<file path="src/hw/rtl/b64d_pkg.sv">
`timescale 1ns / 1ps
// ============================================================================
// b64d_pkg
// Shared types, constants and helper functions for the base64 stream decoder.
// ============================================================================

package b64d_pkg;

    // Depth of the job queue between the front and the back part.
    localparam int QDEPTH = 4;
    localparam int QAW    = $clog2(QDEPTH);
    localparam int QCW    = $clog2(QDEPTH + 1);

    // Character codes with a meaning of their own.
    localparam logic [7:0] CH_PLUS  = 8'h2B;
    localparam logic [7:0] CH_SLASH = 8'h2F;
    localparam logic [7:0] CH_PAD   = 8'h3D;

    // Number of result bytes a job can carry.
    localparam logic [1:0] NUM_ONE   = 2'd1;
    localparam logic [1:0] NUM_TWO   = 2'd2;
    localparam logic [1:0] NUM_THREE = 2'd3;

    // One unit of work for the back part: up to three results.
    typedef struct packed {
        logic [7:0] b0;
        logic [7:0] b1;
        logic [7:0] b2;
        logic [1:0] num;      // number of results, one to three
        logic       vld;      // zero only for the empty end marker
        logic       str_end;  // the last result closes the string
    } t_job;

    // Maps a character to its 6-bit value; bit 6 flags a non-alphabet
    // character (the pad character included).
    function automatic logic [6:0] sextet_of(input logic [7:0] c);
        logic [6:0] r;
        r = 7'h40;
        if (c >= "A" && c <= "Z") begin
            r = {1'b0, 6'(c - 8'h41)};
        end else if (c >= "a" && c <= "z") begin
            r = {1'b0, 6'(c - 8'h61 + 8'd26)};
        end else if (c >= "0" && c <= "9") begin
            r = {1'b0, 6'(c - 8'h30 + 8'd52)};
        end else if (c == CH_PLUS) begin
            r = 7'd62;
        end else if (c == CH_SLASH) begin
            r = 7'd63;
        end
        return r;
    endfunction

    function automatic logic [7:0] byte0(input logic [5:0] s0, input logic [5:0] s1);
        return {s0, s1[5:4]};
    endfunction

    function automatic logic [7:0] byte1(input logic [5:0] s1, input logic [5:0] s2);
        return {s1[3:0], s2[5:2]};
    endfunction

    function automatic logic [7:0] byte2(input logic [5:0] s2, input logic [5:0] s3);
        return {s2[1:0], s3};
    endfunction

endpackage

</file>
<file path="src/hw/rtl/b64d_front.sv">
`timescale 1ns / 1ps
// ============================================================================
// b64d_front
// Classifies each accepted character, keeps the open sextet group and the
// stop flag, and forms one job whenever a character yields results or closes the string.
// ============================================================================

module b64d_front (
    input  logic               i_clk,
    input  logic               i_rst_n,
    input  logic               i_accept,
    input  logic [7:0]         i_char_code,
    input  logic               i_final_char,
    output logic               o_job_valid,
    output b64d_pkg::t_job     o_job
);

    logic [5:0] r_s0, r_s1, r_s2;
    logic [1:0] r_cnt;
    logic       r_stopped;
    logic [5:0] n_s0, n_s1, n_s2;
    logic [1:0] n_cnt;
    logic       n_stopped;
    logic [6:0] w_sx;
    logic       w_cmp;

    assign w_sx = b64d_pkg::sextet_of(i_char_code);

    // Decode the character, then close the string on the final one.
    always_comb begin
        n_s0        = r_s0;
        n_s1        = r_s1;
        n_s2        = r_s2;
        n_cnt       = r_cnt;
        n_stopped   = r_stopped;
        w_cmp       = 1'b0;
        o_job       = '0;
        if (!r_stopped) begin
            if (w_sx[6]) begin
                n_stopped = 1'b1;
            end else if (r_cnt == 2'd3) begin
                w_cmp         = 1'b1;
                n_cnt         = 2'd0;
                o_job.b0      = b64d_pkg::byte0(r_s0, r_s1);
                o_job.b1      = b64d_pkg::byte1(r_s1, r_s2);
                o_job.b2      = b64d_pkg::byte2(r_s2, w_sx[5:0]);
                o_job.num     = b64d_pkg::NUM_THREE;
                o_job.vld     = 1'b1;
                o_job.str_end = i_final_char;
            end else begin
                case (r_cnt)
                    2'd0:    n_s0 = w_sx[5:0];
                    2'd1:    n_s1 = w_sx[5:0];
                    default: n_s2 = w_sx[5:0];
                endcase
                n_cnt = r_cnt + 2'd1;
            end
        end
        // Flush a partial group, or give the empty end marker.
        if (i_final_char && !w_cmp) begin
            o_job.str_end = 1'b1;
            o_job.b0      = b64d_pkg::byte0(n_s0, n_s1);
            o_job.b1      = b64d_pkg::byte1(n_s1, n_s2);
            o_job.vld     = 1'b1;
            case (n_cnt)
                2'd3:    o_job.num = b64d_pkg::NUM_TWO;
                2'd2:    o_job.num = b64d_pkg::NUM_ONE;
                default: begin
                    o_job.num = b64d_pkg::NUM_ONE;
                    o_job.vld = 1'b0;
                    o_job.b0  = 8'h00;
                end
            endcase
        end
        if (i_final_char) begin
            n_cnt     = 2'd0;
            n_stopped = 1'b0;
        end
    end

    assign o_job_valid = i_accept && (w_cmp || i_final_char);

    // Control state.
    always_ff @(posedge i_clk) begin
        if (!i_rst_n) begin
            r_cnt     <= 2'd0;
            r_stopped <= 1'b0;
        end else if (i_accept) begin
            r_cnt     <= n_cnt;
            r_stopped <= n_stopped;
        end
    end

    // Sextets of the open group.
    always_ff @(posedge i_clk) begin
        if (i_accept) begin
            r_s0 <= n_s0;
            r_s1 <= n_s1;
            r_s2 <= n_s2;
        end
    end

`ifndef SYNTH
    // The empty end marker is a single result that closes the string.
    a_marker_shape: assert property (@(posedge i_clk) disable iff (!i_rst_n)
        (o_job_valid && !o_job.vld) |-> (o_job.num == b64d_pkg::NUM_ONE && o_job.str_end))
        else $error("end marker with wrong shape");
`endif

endmodule

</file>
<file path="src/hw/rtl/b64d_queue.sv">
`timescale 1ns / 1ps
// ============================================================================
// b64d_queue
// Short job queue that lets the front and the back part stall on their own.
// ============================================================================

module b64d_queue (
    input  logic               i_clk,
    input  logic               i_rst_n,
    input  logic               i_wr,
    input  b64d_pkg::t_job     i_wr_job,
    input  logic               i_rd,
    output b64d_pkg::t_job     o_rd_job,
    output logic               o_full,
    output logic               o_has_data
);

    b64d_pkg::t_job                r_mem [b64d_pkg::QDEPTH];
    logic [b64d_pkg::QAW-1:0]      r_wr_ptr;
    logic [b64d_pkg::QAW-1:0]      r_rd_ptr;
    logic [b64d_pkg::QCW-1:0]      r_count;

    assign o_full     = (r_count == b64d_pkg::QCW'(b64d_pkg::QDEPTH));
    assign o_has_data = (r_count != '0);
    assign o_rd_job   = r_mem[r_rd_ptr];

    // Pointers and fill count.
    always_ff @(posedge i_clk) begin
        if (!i_rst_n) begin
            r_wr_ptr <= '0;
            r_rd_ptr <= '0;
            r_count  <= '0;
        end else begin
            if (i_wr) begin
                r_wr_ptr <= r_wr_ptr + 1'b1;
            end
            if (i_rd) begin
                r_rd_ptr <= r_rd_ptr + 1'b1;
            end
            if (i_wr && !i_rd) begin
                r_count <= r_count + 1'b1;
            end else if (!i_wr && i_rd) begin
                r_count <= r_count - 1'b1;
            end
        end
    end

    // Job storage.
    always_ff @(posedge i_clk) begin
        if (i_wr) begin
            r_mem[r_wr_ptr] <= i_wr_job;
        end
    end

`ifndef SYNTH
    // No write lands on a full queue and no read comes from an empty one.
    a_no_overflow: assert property (@(posedge i_clk) disable iff (!i_rst_n)
        i_wr |-> !o_full)
        else $error("job queue overflow");
    a_no_underflow: assert property (@(posedge i_clk) disable iff (!i_rst_n)
        i_rd |-> o_has_data)
        else $error("job queue underflow");
`endif

endmodule

</file>
<file path="src/hw/rtl/b64d_back.sv">
`timescale 1ns / 1ps
// ============================================================================
// b64d_back
// Takes jobs from the queue and hands out their results one per request.
// ============================================================================

module b64d_back (
    input  logic               i_clk,
    input  logic               i_rst_n,
    input  logic               i_has_job,
    input  b64d_pkg::t_job     i_job,
    output logic               o_take,
    input  logic               i_pop,
    output logic               o_empty,
    output logic [7:0]         o_data_byte,
    output logic               o_byte_valid,
    output logic               o_string_end,
    output logic               o_run_last
);

    b64d_pkg::t_job r_job;
    logic [1:0]     r_idx;
    logic           r_busy;
    logic           w_last;
    logic           w_done;

    assign w_last  = (r_idx == r_job.num - 2'd1);
    assign w_done  = !r_busy || (i_pop && w_last);
    assign o_take  = w_done && i_has_job;
    assign o_empty = !r_busy;

    // Result fields from the current job.
    always_comb begin
        case (r_idx)
            2'd0:    o_data_byte = r_job.b0;
            2'd1:    o_data_byte = r_job.b1;
            default: o_data_byte = r_job.b2;
        endcase
    end
    assign o_byte_valid = r_job.vld;
    assign o_run_last   = w_last;
    assign o_string_end = r_job.str_end && w_last;

    // Step through the results and load the next job behind the last one.
    always_ff @(posedge i_clk) begin
        if (!i_rst_n) begin
            r_busy <= 1'b0;
            r_idx  <= 2'd0;
        end else if (o_take) begin
            r_busy <= 1'b1;
            r_idx  <= 2'd0;
        end else if (w_done) begin
            r_busy <= 1'b0;
            r_idx  <= 2'd0;
        end else if (i_pop) begin
            r_idx  <= r_idx + 2'd1;
        end
    end

    always_ff @(posedge i_clk) begin
        if (o_take) begin
            r_job <= i_job;
        end
    end

`ifndef SYNTH
    // The result index never runs past the job's result count.
    a_idx_range: assert property (@(posedge i_clk) disable iff (!i_rst_n)
        r_busy |-> (r_idx < r_job.num))
        else $error("result index beyond job");
`endif

endmodule

</file>
<file path="src/hw/rtl/base64_stream_decoder_core.sv">
`timescale 1ns / 1ps
// ============================================================================
// base64_stream_decoder_core
// Streaming base64 decoder: one character in, decoded bytes out.
// ============================================================================
//
//  Channel  | Direction | Handshake   | Payload
//  ---------+-----------+-------------+-------------------------------------
//  input    | in        | push / full | i_char_code, i_final_char
//  result   | out       | pop / empty | o_data_byte, o_byte_valid,
//           |           |             | o_string_end, o_run_last
//
//  One character is accepted per cycle while full is low; the front part
//  decodes it in the cycle of acceptance. Results leave the back part at
//  one per cycle while pop is high, a full group giving three bytes. A
//  four-entry job queue between them absorbs bursts; full rises only when
//  the result side stalls. Each job is registered in the queue, then in the
//  back part. Reset is synchronous and clears the group, stop flag and queue.

module base64_stream_decoder_core (
    input  logic        i_clk,
    input  logic        i_rst_n,
    input  logic        push,
    output logic        full,
    input  logic [7:0]  i_char_code,
    input  logic        i_final_char,
    output logic        empty,
    input  logic        pop,
    output logic [7:0]  o_data_byte,
    output logic        o_byte_valid,
    output logic        o_string_end,
    output logic        o_run_last
);

    logic           w_accept;
    logic           w_job_valid;
    b64d_pkg::t_job w_job;
    b64d_pkg::t_job w_head;
    logic           w_take;
    logic           w_has_job;

    assign w_accept = push && !full;

    // Front part: decode and form jobs.
    b64d_front u_front (
        .i_clk        (i_clk),
        .i_rst_n      (i_rst_n),
        .i_accept     (w_accept),
        .i_char_code  (i_char_code),
        .i_final_char (i_final_char),
        .o_job_valid  (w_job_valid),
        .o_job        (w_job)
    );

    // Job queue between the two parts.
    b64d_queue u_queue (
        .i_clk      (i_clk),
        .i_rst_n    (i_rst_n),
        .i_wr       (w_job_valid),
        .i_wr_job   (w_job),
        .i_rd       (w_take),
        .o_rd_job   (w_head),
        .o_full     (full),
        .o_has_data (w_has_job)
    );

    // Back part: hand out results.
    b64d_back u_back (
        .i_clk        (i_clk),
        .i_rst_n      (i_rst_n),
        .i_has_job    (w_has_job),
        .i_job        (w_head),
        .o_take       (w_take),
        .i_pop        (pop),
        .o_empty      (empty),
        .o_data_byte  (o_data_byte),
        .o_byte_valid (o_byte_valid),
        .o_string_end (o_string_end),
        .o_run_last   (o_run_last)
    );

endmodule

</file>
<file path="config.mk">
export PLATFORM = sky130hd
export DESIGN_NAME = base64_stream_decoder_core
export DESIGN_NICKNAME = d
export VERILOG_FILES = /design/src/hw/rtl/b64d_pkg.sv /design/src/hw/rtl/b64d_front.sv /design/src/hw/rtl/b64d_queue.sv /design/src/hw/rtl/b64d_back.sv /design/src/hw/rtl/base64_stream_decoder_core.sv
export SDC_FILE = /design/constraint.sdc
export NUM_CORES = 1
export LEC_CHECK = 0
export BUFFER_PORTS_ARGS = -buffer_cell sky130_fd_sc_hd__buf_2
export CAP_MARGIN = 40
export CORE_ASPECT_RATIO = 0.7
export CORE_UTILIZATION = 55
export CTS_CLUSTER_DIAMETER = 120
export DETAILED_ROUTE_END_ITERATION = 7
export GPL_ROUTABILITY_DRIVEN = 0
export MAX_ROUTING_LAYER = met4
export PLACE_DENSITY = 0.72
export SLEW_MARGIN = 10
export SYNTH_ARGS = -nofsm -noshare
export SYNTH_HDL_FRONTEND = slang
export SYNTH_SLANG_ARGS = --single-unit
</file>
<file path="constraint.sdc">
create_clock -name i_clk -period 4.2 [get_ports i_clk]
set_input_delay 0 -clock i_clk [delete_from_list [all_inputs] [get_ports i_clk]]
set_output_delay 0 -clock i_clk [all_outputs]
set_load 0.03 [all_outputs]
</file>
### Word level (Yosys, flattened, before mapping)

Memory sizes are Yosys's and may differ from the RTL's. A register that Yosys moved wholly into a read port is not among the register bits.
Cells that the tools add are included.

| storage, ports and cells | value |
|---|---|
| register bits | 31 |
| word-level logic and storage cells | 113 |
| output and inout port bits | 13 |
| RAM bits | 112 |
| bits of input ports | 13 |
| memories kept | 1 |

Memory list:

| name | words | bits a word | read ports | clocked after memory_dff | wr ports | RTL line | source |
|---|---|---|---|---|---|---|---|
| u_queue.r_mem | 4 | 28 | 1 | 1 | 1 | b64d_queue.sv:18 | `b64d_pkg::t_job r_mem [b64d_pkg::QDEPTH];` |

| cells by class | value |
|---|---|
| order comparisons | 6 |
| equality and inequality tests | 9 |
| reductions and logical operators | 27 |
| $add $sub $neg | 12 |
| multiplexer cells | 42 |
| bitwise operators | 5 |

Operators by type and width:

| operator | number |
|---|---|
| $mux 28 | 3 |
| $mux 6 | 12 |
| $mux 7 | 5 |
| $eq 8x6->1 const B | 2 |
| $ge 8x7->1 const B | 2 |
| $le 8x7->1 const B | 2 |
| $mux 16 | 1 |
| $pmux 8 s2 | 1 |
| $sub 6x6->6 const B | 2 |
| $logic_and 1x1->1 | 11 |
| $mux 1 | 11 |
| $mux 2 | 5 |
| $add 2x1->2 const B | 4 |
| $ge 8x6->1 const B | 1 |
| $le 8x6->1 const B | 1 |
| $mux 8 | 1 |
| $add 6x5->6 const B | 1 |
| $add 6x6->6 const B | 1 |
| $eq 2x2->1 const B | 3 |
| $mux 3 | 2 |
| $sub 6x1->6 const B | 1 |
| $logic_not 1->1 | 5 |
| $not 1->1 | 5 |
| $reduce_and 5->1 | 1 |
| 13 further kinds | 18 |

### Longest topological paths before layout

| logic depth | value |
|---|---|
| word-level depth | 14 |
| mapped depth | 14 |
| depth with buffers taken out | 13 |

### By module

From an unflattened synthesis, not the netlist that was laid out.

| second synthesis, totals | value |
|---|---|
| cell total of the unflattened synthesis | 487 |
| area total of the unflattened synthesis | 7846.3 um2 |

Modules (own cells, without submodules):

| module | cells each | sequential area each (um2) | area each (um2) | times used |
|---|---|---|---|---|
| b64d_queue | 189 | 3543.4 | 4536.9 | 1 |
| b64d_front | 218 | 600.6 | 2110.8 | 1 |
| b64d_back | 79 | 900.9 | 1184.9 | 1 |
| base64_stream_decoder_core | 1 | 0.0 | 13.8 | 1 |

### Worst setup path after synthesis

No wires, ideal clock.

| timing | value |
|---|---|
| kind | reg2reg |
| from | register u_back.r_job[3] (netlist name) |
| to | register u_queue.r_count[2] (netlist bit) |
| data required time | 4.128 ns |
| path buffers | 0 |
| setup time | 0.072 ns |
| slack | 0.288 ns |
| clock period less this slack | 3.912 ns |
| stages on the path, launching flop included | 12 |
| data arrival time | 3.840 ns |
| cell sequence | edfxtp_1 -> xnor2_1 -> mux2i_1 -> a21oi_1 -> nor2_1 -> inv_1 -> ha_1 -> inv_1 -> fa_1 -> xor2_1 -> or3_1 -> a21oi_1 |

| between the ends | value |
|---|---|
| cells in the longest elaborated chain, start to end | 8 |
| elaborated cells on any way between the ends | 10 |
| those cells by class | add/sub: 1; eq/ne: 1; mux: 1; reduce/logical: 7 |

RTL lines:

| element | RTL line | source |
|---|---|---|
| $sub 2x1->2 * | b64d_back.sv:27 | `assign w_last = (r_idx == r_job.num - 2'd1);` |
| $eq 2x2->1 * | b64d_back.sv:27 |  |
| named net o_run_last | base64_stream_decoder_core.sv:32 | `output logic o_run_last` |
| $logic_and 1x1->1 * | b64d_back.sv:28 | `assign w_done = !r_busy \|\| (i_pop && w_last);` |
| $logic_or 1x1->1 * | b64d_back.sv:28 |  |
| $logic_and 1x1->1 * | b64d_back.sv:29 | `assign o_take = w_done && i_has_job;` |
| named net u_back.o_take | b64d_back.sv:12 | `output logic o_take,` |
| $logic_not 1->1 | b64d_queue.sv:40 | `if (i_wr && !i_rd) begin` |
| $logic_and 1x1->1 | b64d_queue.sv:40 |  |
| $mux 3 or $reduce_bool 2->1 (tied branches) | - |  |
| end signal: assignment | b64d_queue.sv:41 | `r_count <= r_count + 1'b1;` |
| end signal: assignment | b64d_queue.sv:43 | `r_count <= r_count - 1'b1;` |
| end: declaration | b64d_queue.sv:21 | `logic [b64d_pkg::QCW-1:0] r_count;` |

Mark *: on every way through the listed nets, which the timed path passes. The rest lies on a longest branch.
A chain may end at the register's enable or synchronous reset.

### Worst setup path in the final report

| timing | value |
|---|---|
| from | input i_char_code[2] |
| to | register u_queue.r_count[2] (netlist bit) |

| between the ends | value |
|---|---|
| cells in the longest elaborated chain, start to end | 13 |
| elaborated cells on any way between the ends | 25 |
| those cells by class | order compare: 6; eq/ne: 2; mux: 8; reduce/logical: 9 |

RTL lines:

| element | RTL line | source |
|---|---|---|
| start: declaration | base64_stream_decoder_core.sv:25 | `input logic [7:0] i_char_code,` |
| branches (longest 5 deep; another with $ge 8x6->1) | - |  |
| $mux 7 * | b64d_pkg.sv:39 | `if (c >= "A" && c <= "Z") begin` |
| $mux 1 * | b64d_front.sv:39 | `if (w_sx[6]) begin` |
| $mux 1 * | b64d_front.sv:38 | `if (!r_stopped) begin` |
| $logic_or 1x1->1 * | b64d_front.sv:81 | `assign o_job_valid = i_accept && (w_cmp \|\| i_final_char);` |
| $logic_and 1x1->1 * | b64d_front.sv:81 |  |
| named net u_front.o_job_valid | b64d_front.sv:14 | `output logic o_job_valid,` |
| $logic_not 1->1 | b64d_queue.sv:42 | `end else if (!i_wr && i_rd) begin` |
| $logic_and 1x1->1 | b64d_queue.sv:42 |  |
| $reduce_bool 2->1 (no line) | - |  |

Mark *: on every way through the listed nets, which the timed path passes.

==> impl_metrics.tcl <==
set metrics [dict create \
    antennaDiodeCount 0 \
    synthArstFlopShare 0 \
    cts_num_sinks 171 \
    synth_compound_area_frac 0.08831 \
    drt_wl_total_um 15250 \
    r2r_cells 11 \
    grt_pass1_vias 4360 \
    ant_nets 0 \
    syn_nets 526 \
    fill_cells 947 \
    die_area_um2 14260 \
    die_w_um 142.3 \
    p_per_area_nw_per_um2 575.6 \
    post-route-period-util 0.7453 \
    synthXorXnorAreaFrac 0.009244 \
    path_class "in2reg" \
    tns_ns 0 \
    max_freq_mhz 319.4 \
    place_hpwl_um 9650 \
    yosysSeqAreaShare 0.6603 \
    synthDistinctLibCells 67 \
    p_seq_frac 0.477 \
    post_drt_wl_per_cell_um 20.92 \
    synth_cells 492 \
    p_sw_frac 0.2826 \
    drtIter0Drc 337 \
    port_buffers 25 \
    tightestPinTransition_ns 0.8355 \
    drt_first_pass_iters 4 \
    clock_path_buffers 2 \
    synth-simple-area-share 0.08138 \
    drive_gt1_frac 0.2059 \
    combPwrFrac 0.203 \
    netlist_area_um2 7580 \
    pre_cts_ws_ns 0.6488 \
    initial_utilization 0.5694 \
    rows 35 \
    end_kind "register" \
    grt_max_degree 30 \
    synth-edff-count 158 \
    cts_buffers 17 \
    setup_violations 0 \
    p_int_uw 3544 \
    fin_util 0.6447 \
    required_ns 4.54 \
    relSlewSlack 0.4430 \
    status "complete, no violations" \
    synth_ff_type "edfxtp_1" \
    fin_worst_skew_ns 0.009489 \
    p_switching_uw 1396 \
    fin_nets 565 \
    multi_input_area_um2 2400 \
    worst_slack_ns 1.070 \
    area_growth_pct 13.24 \
    finalHoldViolCount 0 \
    cts-root-buf "clkbuf_16" \
    yosysMostFrequentCell "edfxtp_1" \
    finalPower_uw 4940 \
    rrSetupSlack_ns 1.23 \
    ir_drop_v 0.0002667 \
    die_y_um 100.2 \
    ys_top_cells_by_area "edfxtp_1 (63%), mux4_2 (8.3%), dfxtp_1 (3.4%), ha_1 (3.3%), nand2_1 (2.0%)" \
    start_kind "input port" \
    clk_pin_slew_ns 0.06 \
    synth_mux_area_frac 0.1017 \
    clk-insertion-delay-late_ns 0.42 \
    pwr-share-clk 0.320 \
    synth-adder-area-share 0.03566 \
    ys_top_cells_by_count "edfxtp_1 (158), nand2_1 (41), mux4_2 (28), inv_1 (23), nor2_1 (23)" \
    io-pin-count 26 \
    fp.coreArea_um2 13310 \
    cp.arrival_ns 3.47 \
    power_leakage_uw 0.003012 \
    yosys_warnings 0 \
    grt_overflow_total 0 \
    cts_max_level 4 \
    finalHoldWorstSlack_ns 0.05177 \
    synth_top_area_cell "edfxtp_1" \
    hold_class "in2reg" \
    synth_top_area_frac 0.6259 \
    vias 4411 \
    reg2reg_to "u_queue.r_count[2]" \
    drcViolationCount 0 \
    rsz0062_at_grt "no" \
    r2r-start "u_front.r_cnt[1]" \
    maxCapViolations 0 \
    cts_tree "yes" \
    endpoint "u_queue.r_count[2]" \
    gr-usage-all-layers 0.2412 \
    via_per_inst 6.051 \
    grt_antenna_before_repair 0 \
    fin_crit_ns 3.130 \
    seqCellArea_um2 5007 \
    drv_slew 0 \
    avgSynthCellArea_um2 15.41 \
    grt_first_pass_wirelength_um 23980 \
    ys_ff_latch 171 \
    startpoint "i_char_code[2]" \
    crit_fanout 12 \
    synth_top_family_by_area "multiplexers" \
]
-- state kept, by name, indices dropped and copies added, names as in the netlist --
register             cells
u_front.r_cnt            2
u_back.o_byte_valid      1
u_front.r_s1             6
u_queue.r_rd_ptr         2
u_front.r_s0             6
u_back.r_busy            1
u_queue.r_mem          112
u_front.r_s2             6
u_back.r_idx             2
u_queue.r_count          3
u_queue.r_wr_ptr         2
u_back.r_job            27
u_front.r_stopped        1
-- logic make-up (layout without fill, tap and decap cells) --
kind of cell             Yosys count  count (layout)
buffers and inverters             43              95
AND/OR/NAND/NOR                  123             123
multiplexers                      41              41
AO/OA/AOI/OAI                     85              85
adder cells (fa/ha/maj)           21              21
flip-flops                       171             171
XOR/XNOR                           8               8
-- layout by cell type, fill, tap and decap left out, types with 4 or more instances in the layout --
master         netlist  routed
buf_2                1      25
edfxtp_1           158     158
a31oi_1              5       5
dlygate4sd3_1        0       4
o2bb2ai_1            4       4
nor2b_1              4       4
clkbuf_16            0      17
o211ai_1             5       5
a22o_1               7       7
nand2b_1             5       5
xnor2_1              6       6
a21oi_1              8       8
nor2_1              23      22
ha_1                20      20
and2_1               9       9
mux4_2              28      28
nand3_1              8       8
a211oi_1             4       4
a211o_1              5       5
buf_4                0       9
nor4_1               6       6
o21ai_0             11      11
mux2_2               4       4
inv_1               23      23
a22oi_1              8       8
mux2i_1              8       8
nor3_1              10      10
nand2_1             41      41
dfxtp_1             13      11
-- layout make-up --
type	instances	share of cell area
Sequential cell	171	0.5834
Multi-Input combinational cell	278	0.2796
Clock buffer	19	0.05044
Timing Repair Buffer	39	0.02945
Tap cell	185	0.02697
Clock inverter	13	0.01968
Inverter	24	0.01050
-- critical path: stages --
cell       delay, ns
buf_2           0.20
inv_1           0.11
ha_1            0.29
a21oi_1         0.33
a2111oi_2       0.10
nor3_1          0.40
o21ai_1         0.10
buf_4           0.17
a21oi_1         0.45
ha_1            0.27
inv_1           0.06
fa_1            0.37
xor2_1          0.17
or3_1           0.31
a21oi_1         0.14
-- what timing repair did --
item | 4_1_cts | 5_1_grt
hold endpoints to repair | 6 | 0
resized for setup | 0 | 0
setup buffers | 0 | 0
hold buffers | 4 | 0
-- power groups by stage --
stage                     sequential, µW  clock, µW  combinational, µW
final                               2360       1580               1000
after global routing                2390       1670               1090
after CTS                           2360       1610               1010
after detailed placement            2390          0                996
after global placement              2420          0                919
after floorplan                     2320          0                754
-- stage by stage --
step | instances | area (µm²)
4_1_cts | 729 | 8583
3_5_place_dp | 693 | 7941
5_1_grt | 729 | 8583
6_report | 729 | 8583
2_1_floorplan | 492 | 7580
3_3_place_gp | 690 | 7906
-- worst min-delay path by stage --
| stage | start | end | slack, ns | cells after the start |
|---|---|---|---|---|
| final | i_final_char | u_queue.r_mem[0][0] | 0.05 | 1 |
| after CTS | i_final_char | u_queue.r_mem[0][0] | 0.04 | 1 |
| after detailed placement | pop | u_back.r_idx[0] | 0.30 | 3 |
| after global routing | i_final_char | u_queue.r_mem[0][0] | 0.06 | 1 |
| after global placement | pop | u_back.r_idx[0] | 0.29 | 3 |
| after floorplan | i_rst_n | u_back.r_idx[0] | 0.14 | 2 |
-- layer usage --
metal  share of wire  wire (µm)  global-route usage
met1            0.45       6865              0.3263
met2            0.47       7148              0.3650
met3           0.070       1074             0.05677
met4           0.010        160             0.07527
met5               0          0                   -
(Power assumes the default switching activity.)
